**config.mk**
```make
export PLATFORM = sky130hd
export DESIGN_NAME = hds_arith
export DESIGN_NICKNAME = d
export VERILOG_FILES = /design/src/design/hds_pkg.sv /design/src/design/hds_arith.sv
export SDC_FILE = /design/constraint.sdc
export NUM_CORES = 2
export LEC_CHECK = 0
export BUFFER_PORTS_ARGS = -buffer_cell sky130_fd_sc_hd__buf_2
export CELL_PAD_IN_SITES_DETAIL_PLACEMENT = 0
export CELL_PAD_IN_SITES_GLOBAL_PLACEMENT = 1
export CORE_MARGIN = 10
export CORE_UTILIZATION = 41
export CTS_BUF_LIST = sky130_fd_sc_hd__clkbuf_4
export CTS_CLUSTER_DIAMETER = 150
export CTS_CLUSTER_SIZE = 20
export DETAILED_ROUTE_END_ITERATION = 6
export PLACE_DENSITY = 0.81
export SETUP_SLACK_MARGIN = 0.02
export SYNTH_ARGS = -nofsm -noshare
export SYNTH_HDL_FRONTEND = slang
export SYNTH_SLANG_ARGS = --single-unit
```
**constraint.sdc**
```tcl
create_clock -name clk -period 6.4 [get_ports clk]
set_clock_uncertainty 0.05 [all_clocks]
set_input_delay 0.96 -clock clk [delete_from_list [all_inputs] [get_ports clk]]
set_output_delay 0.96 -clock clk [all_outputs]
set_load 0.02 [all_outputs]
```
**src/design/hds_pkg.sv**
```systemverilog
// Shared types and constants for the heat diffusion stencil core.
// No dependencies; imported by hds_arith and heat_diffusion_stencil_core.
package hds_pkg;

  // Configuration register indexes
  localparam logic [1:0] REG_COEF_V = 2'd0;
  localparam logic [1:0] REG_COEF_H = 2'd1;
  localparam logic [1:0] REG_COLS   = 2'd2;
  localparam logic [1:0] REG_ROWS   = 2'd3;

  localparam logic [15:0] COEF_RESET = 16'd6554;
  localparam logic [9:0]  COLS_RESET = 10'd512;
  localparam logic [15:0] ROWS_RESET = 16'd400;

  // Result queue: one entry per item that has results
  localparam int FIFO_DEPTH = 8;
  localparam int FIFO_AW    = 3;
  localparam int RESV_W     = 4;

  // Per-item control carried beside the arithmetic pipeline
  typedef struct packed {
    logic emit;      // item has results (not in the first row)
    logic pass;      // border point: value passes through
    logic last_row;  // item also emits its own pass-through value
    logic last_col;
  } hds_ctl_t;

  typedef struct packed {
    logic signed [31:0] value;  // finished point of the row above
    logic signed [31:0] temp;   // pass-through value of the last row
    logic               last_row;
    logic               last_col;
  } hds_entry_t;

endpackage

```
**src/design/hds_arith.sv**
```systemverilog
// Three-stage stencil arithmetic: differences, Q0.16 weighting, sum and saturation.
// Depends on hds_pkg for the control struct.
module hds_arith import hds_pkg::*; (
  input  logic               clk,
  input  logic               rst,
  input  logic               in_valid,
  input  hds_ctl_t           in_ctl,
  input  logic signed [31:0] u,
  input  logic signed [31:0] up,
  input  logic signed [31:0] down,
  input  logic signed [31:0] west,
  input  logic signed [31:0] east,
  input  logic        [15:0] coef_v,
  input  logic        [15:0] coef_h,
  output logic               out_valid,
  output hds_ctl_t           out_ctl,
  output logic signed [31:0] out_value,
  output logic signed [31:0] out_temp
);

  // stage a: exact differences
  logic               a_valid;
  hds_ctl_t           a_ctl;
  logic signed [31:0] a_u;
  logic signed [31:0] a_t;
  logic signed [34:0] a_dv;
  logic signed [34:0] a_dh;

  // stage b: weighted terms
  logic               b_valid;
  hds_ctl_t           b_ctl;
  logic signed [31:0] b_u;
  logic signed [31:0] b_t;
  logic signed [51:0] b_pv;
  logic signed [51:0] b_ph;

  logic signed [34:0] dv;
  logic signed [34:0] dh;
  logic signed [34:0] u2;
  logic signed [51:0] pv;
  logic signed [51:0] ph;
  logic signed [37:0] sum;
  logic signed [31:0] sat;

  assign u2 = {{2{u[31]}}, u, 1'b0};
  assign dv = {{3{up[31]}}, up} + {{3{down[31]}}, down} - u2;
  assign dh = {{3{west[31]}}, west} + {{3{east[31]}}, east} - u2;

  always_ff @(posedge clk) begin
    if (rst) begin
      a_valid <= 1'b0;
    end else begin
      a_valid <= in_valid;
    end
    a_ctl <= in_ctl;
    a_u   <= u;
    a_t   <= down;
    a_dv  <= dv;
    a_dh  <= dh;
  end

  assign pv = $signed({1'b0, coef_v}) * a_dv;
  assign ph = $signed({1'b0, coef_h}) * a_dh;

  always_ff @(posedge clk) begin
    if (rst) begin
      b_valid <= 1'b0;
    end else begin
      b_valid <= a_valid;
    end
    b_ctl <= a_ctl;
    b_u   <= a_u;
    b_t   <= a_t;
    b_pv  <= pv;
    b_ph  <= ph;
  end

  // drop 16 fraction bits with floor, then clamp to 32 bits
  assign sum = {{6{b_u[31]}}, b_u} + {{2{b_pv[51]}}, b_pv[51:16]}
             + {{2{b_ph[51]}}, b_ph[51:16]};

  always_comb begin
    if (sum[37:31] == 7'h00 || sum[37:31] == 7'h7f) begin
      sat = sum[31:0];
    end else if (sum[37]) begin
      sat = 32'sh8000_0000;
    end else begin
      sat = 32'sh7fff_ffff;
    end
  end

  always_ff @(posedge clk) begin
    if (rst) begin
      out_valid <= 1'b0;
    end else begin
      out_valid <= b_valid;
    end
    out_ctl   <= b_ctl;
    out_value <= b_ctl.pass ? b_u : sat;
    out_temp  <= b_t;
  end

endmodule
```
### Word level (Yosys, flattened, before mapping)

Cells that the tools add are included.

| operators by class | value |
|---|---|
| $add $sub $neg | 6 |
| multipliers | 2 |
| equal/unequal tests | 1 |
| multiplexer cells | 3 |
| reduce and logical (&&, ||, !) cells | 2 |

Operators by type and width:

| cell | count |
|---|---|
| multiplier 17 x 34 -> 51 bit | 2 |
| 2-to-1 mux 32 bit | 3 |
| subtractor 33 x 33 -> 34 bit | 2 |
| adder 32 x 32 -> 33 bit | 2 |
| adder 36 x 35 -> 37 bit | 1 |
| adder 32 x 35 -> 36 bit | 1 |
| equality test 7 bit, second input constant | 1 |
| zero test 7 bit | 1 |
| logical OR 1 bit | 1 |

| word-level totals | value |
|---|---|
| register bits | 377 |
| logic and storage cells | 39 |

### Logic depth before layout (Yosys ltp)

| logic depth | value |
|---|---|
| word-level depth | 6 |
| gate-level depth with buffers | 25 |
| depth with buffers taken out | 23 |

### Worst setup path after synthesis

Ideal clock, no wire load.

| path | value |
|---|---|
| path type | input to register |
| start | input coef_h[2] |
| end | register b_ph[49] |
| setup time | 0.072 ns |
| data arrival time | 6.873 ns |
| required time | 6.278 ns |
| path slack | -0.594 ns |
| cell stages on the path | 19 |
| buffers on the path | 1 |
| cell sequence | clkbuf_1 nand2_1 inv_1 fa_1 fa_1 fa_1 fa_1 fa_1 inv_1 fa_1 inv_1 ha_1 and4_1 nand3_1 or4_1 o31ai_1 a31oi_1 o21bai_1 xor2_1 |

| on the way | value |
|---|---|
| longest elaborated chain between the ends | 1 |

Ends and longest elaborated chain:

| element | RTL line | text |
|---|---|---|
| start: declaration | hds_arith.sv:14 | `input logic [15:0] coef_h,` |
| multiplier 17 x 34 -> 51 bit | hds_arith.sv:63 | `assign ph = $signed({1'b0, coef_h}) * a_dh;` |
| via ph[49] | hds_arith.sv:41 | `logic signed [51:0] ph;` |
| end signal: assignment | hds_arith.sv:75 | `b_ph <= ph;` |
| end: declaration | hds_arith.sv:35 | `logic signed [51:0] b_ph;` |

The timed path passes the listed nets, and every way through them passes these cells.
A chain may end at the register's enable or synchronous reset.

### Worst setup path after layout

| path | value |
|---|---|
| start | register a_dv[14] |
| end | register b_pv[49] |

| on the way | value |
|---|---|
| longest elaborated chain between the ends | 1 |

Ends and longest elaborated chain:

| element | RTL line | text |
|---|---|---|
| start: declaration | hds_arith.sv:26 | `logic signed [34:0] a_dv;` |
| start signal: assignment | hds_arith.sv:58 | `a_dv <= dv;` |
| multiplier 17 x 34 -> 51 bit | hds_arith.sv:62 | `assign pv = $signed({1'b0, coef_v}) * a_dv;` |
| via pv[49] | hds_arith.sv:40 | `logic signed [51:0] pv;` |
| end signal: assignment | hds_arith.sv:74 | `b_pv <= pv;` |
| end: declaration | hds_arith.sv:34 | `logic signed [51:0] b_pv;` |

The timed path passes the listed nets, and every way through them passes these cells.

==> impl_metrics.yaml <==
synth:
  ys_ff_latch: 345
  yosys-top-cells-area: "fa_1, dfxtp_1, inv_1, ha_1, nand2_1"
  synth_nets: 7373
  synth_top_cell_area_share: 0.431
  synthXorXnorAreaFrac: 0.0269
  syn_area_mm2: 0.0525
  yosys.area_share.adder: 0.512
  synth_top_family_by_area: "adder cells"
  synth_cells: 5705
  ys_seq_area_frac: 0.132
  ys.flop_type: "dfxtp_1"
  postSynth.asyncResetShare: 0
  synth_edf_count: 0
  synth_cell_types: 77
  yosysWarnings: 0
  syn_avg_cell_area_um2: 9.20
  synthMuxAreaShare: 0.000810
  yosys.area_share.simple: 0.135
  synth-compound-area-share: 0.0731
  yosys.area.top_type: "fa_1"
worst_setup_path:
  cp.arrival_ns: 7.05
  worstSetupPathType: "register to register"
  worstPathMaxFanout: 7
  cp.required_ns: 7.21
  r2r_setup_slack_ns: 0.16
  reg2reg_depth: 23
  crit_family: "adder cells"
  crit_chain: "buf_12 > buf_6 > nand2_1 > fa_1 > fa_2 > fa_1 > inv_1 > fa_1 > fa_1 > inv_1 > fa_1 > inv_1 > ha_4 > a21o_1 > a211o_1 > a2111oi_2 > buf_4 > or3_4 > o2111ai_4 > and2_4 > a211o_1 > a21oi_2 > xnor2_1"
  cp-end-kind: "register"
  setup.worst_path.start_class: "register"
  critPathLaunch: "a_dv[14]$_DFF_P_"
  critPathMostFrequentCell: "fa_1"
  endpoint: "b_pv[49]$_DFF_P_"
  r2r-start: "a_dv[14]$_DFF_P_"
  crit_buf_inv: 6
  path_depth: 23
  crit_slowest_cell: "fa_1"
  rr_endpoint: "b_pv[49]$_DFF_P_"
  slowest_delay_ns: 0.54
clocking:
  htreeDepth: 1
  cts_buffers: 24
  cts.clk_slew.worst_paths_ns: 0.19
  cts_tree: "done"
  clockBufferDepth: 3
  clk_latency_ns: 0.94
  root_buffer: "clkbuf_4"
  cts_sinks: 345
finish:
  final_cell_mix: "inv_1, fa_1, nand2_1"
  fillers: 12100
  finalNetCount: 7998
  ff_latch_area_mm2: 0.00700
  final_common_cell: "inv_1"
  area_growth_pct: 17.1
  fin_util: 0.483
  multi_input_area_mm2: 0.0402
  drive_gt1_frac: 0.166
  design_area_mm2: 0.0615
global_routing:
  grt_use_total: 0.208
  grt_overflow: 0
  antenna_found_initial: 21
  grt_pass1_wl_um: 233000
  grt_pass1_vias: 42800
  grt_start_max_net_pins: 60
routing:
  viasPerCell: 4.92
  wl_per_cell_um: 18.2
  ant_nets: 0
  drt_iter0_drc: 2066
  finalWirelength_um: 146000
  drt_pre_antenna_iters: 5
  drc: 0
  vias: 39400
sta:
  tns_ns: 0
  layout_min_cycle_time_ns: 6.24
  fin_crit_sh: 0.975
  clock.fmax_mhz: 160
  slew_viol_final: 0
  hold_viol: 0
  setup_viol: 0
  rsz0062_at_grt: "yes"
  relSlewSlack: 0.354
  tightest_slew_ns: 0.970
worst_hold_path:
  hold_start: "down[24]"
  min_path_type: "primary input to register"
die:
  rows: 131
  boundaryPins: 268
  fp.dieH_um: 378
  die_w_um: 378
  dieArea_mm2: 0.143
  initial_core_util: 0.412
  core_area_mm2: 0.127
place:
  dpl_cell_area_mm2: 0.0599
  dp_hpwl_um: 125000
  port_buffers: 267
  place_congestion: 0.908
outcome:
  status: "complete, no violations"
flow_run:
  cap_violations: 0
## cell usage after synthesis (11+ instances only)
master / instances
nand2b_1: 46
inv_1: 1485
a31oi_1: 11
fa_1: 1130
o21bai_1: 24
a21o_1: 69
xnor2_1: 119
and2_1: 403
ha_1: 339
nand4_1: 18
dfxtp_1: 345
nor2b_1: 19
a21oi_1: 157
a211oi_1: 21
a211o_1: 13
o211ai_1: 17
o311a_1: 26
and3_1: 22
o21a_1: 38
nor3_1: 31
nor2_1: 103
nand2_1: 765
o21ai_0: 76
clkbuf_1: 191
xor2_1: 42
nand3_1: 39
## area by class of cell
class                   count  share of cell area
inverters                1485              0.0906
well taps                1662              0.0338
multi-input cells        3673               0.654
diodes                      7            0.000285
repair buffers            801               0.103
clock inverters             8             0.00189
clock buffers              25             0.00305
flip-flops and latches    345               0.114
## how the worst min path moves through the flow
stage,endpoint,slack [ns],depth (start not counted)
floorplan,b_ctl[0]$_DFF_P_,0.26,0
global placement,b_t[2]$_DFF_P_,0.26,0
detailed placement,b_u[0]$_DFF_P_,0.26,0
CTS,a_t[24]$_DFF_P_,0.0006,1
global route,a_t[14]$_DFF_P_,0.04,1
finish,a_t[24]$_DFF_P_,0.10,1
## metrics by stage
| step | hold slack, ns | std cells | worst slack, ns |
|---|---|---|---|
| 6_report | 0.103 | 8006 | 0.158 |
| 2_1_floorplan | 0.260 | 5705 | -0.0588 |
| 3_3_place_gp | 0.260 | 7907 | -1.01 |
| 4_1_cts | 0.000591 | 7967 | 0.0201 |
| 3_5_place_dp | 0.262 | 7907 | -1.04 |
| 5_1_grt | 0.0362 | 8002 | -0.0557 |
## sequential cells by signal (all words and copies together) (netlist names)
| name | cells |
|---|---|
| a_ctl | 4 |
| a_dh | 34 |
| a_dv | 34 |
| a_t | 32 |
| a_u | 32 |
| a_valid | 1 |
| b_ctl | 4 |
| b_ph | 35 |
| b_pv | 35 |
| b_t | 32 |
| b_u | 32 |
| b_valid | 1 |
| out_ctl | 4 |
| out_temp | 32 |
| out_valid | 1 |
| out_value | 32 |
## what timing repair did
| item | CTS | global route |
|---|---|---|
| resized for setup | 59 | 151 |
| pin swaps | 29 | 98 |
| buffers inserted | 12 | 31 |
| setup endpoints to repair | 34 | 36 |
| gates cloned | 0 | 1 |
| hold buffers | 19 | 0 |
| endpoints found under the hold margin | 19 | 0 |
## layer usage
layer / vias to the layer above / global-route usage / routed length (um)
met4: 12 / 0.0604 / 5400
met3: 184 / 0.0299 / 7650
met2: 925 / 0.356 / 70500
met1: 20100 / 0.272 / 62400
li1: 18100 / - / -
met5: - / 0 / 79
## kinds of logic after synthesis
kind of cell,Yosys count
AOI/OAI and AO/OA,556
xor gates and xnor gates,161
DFF,345
buffers and inverters,1687
and+or+nand+nor,1483
adders and majority gates,1469
muxes,4
Power is not shown: default switching activity piles up to over one toggle a cycle in this logic, so the estimate is an artifact.
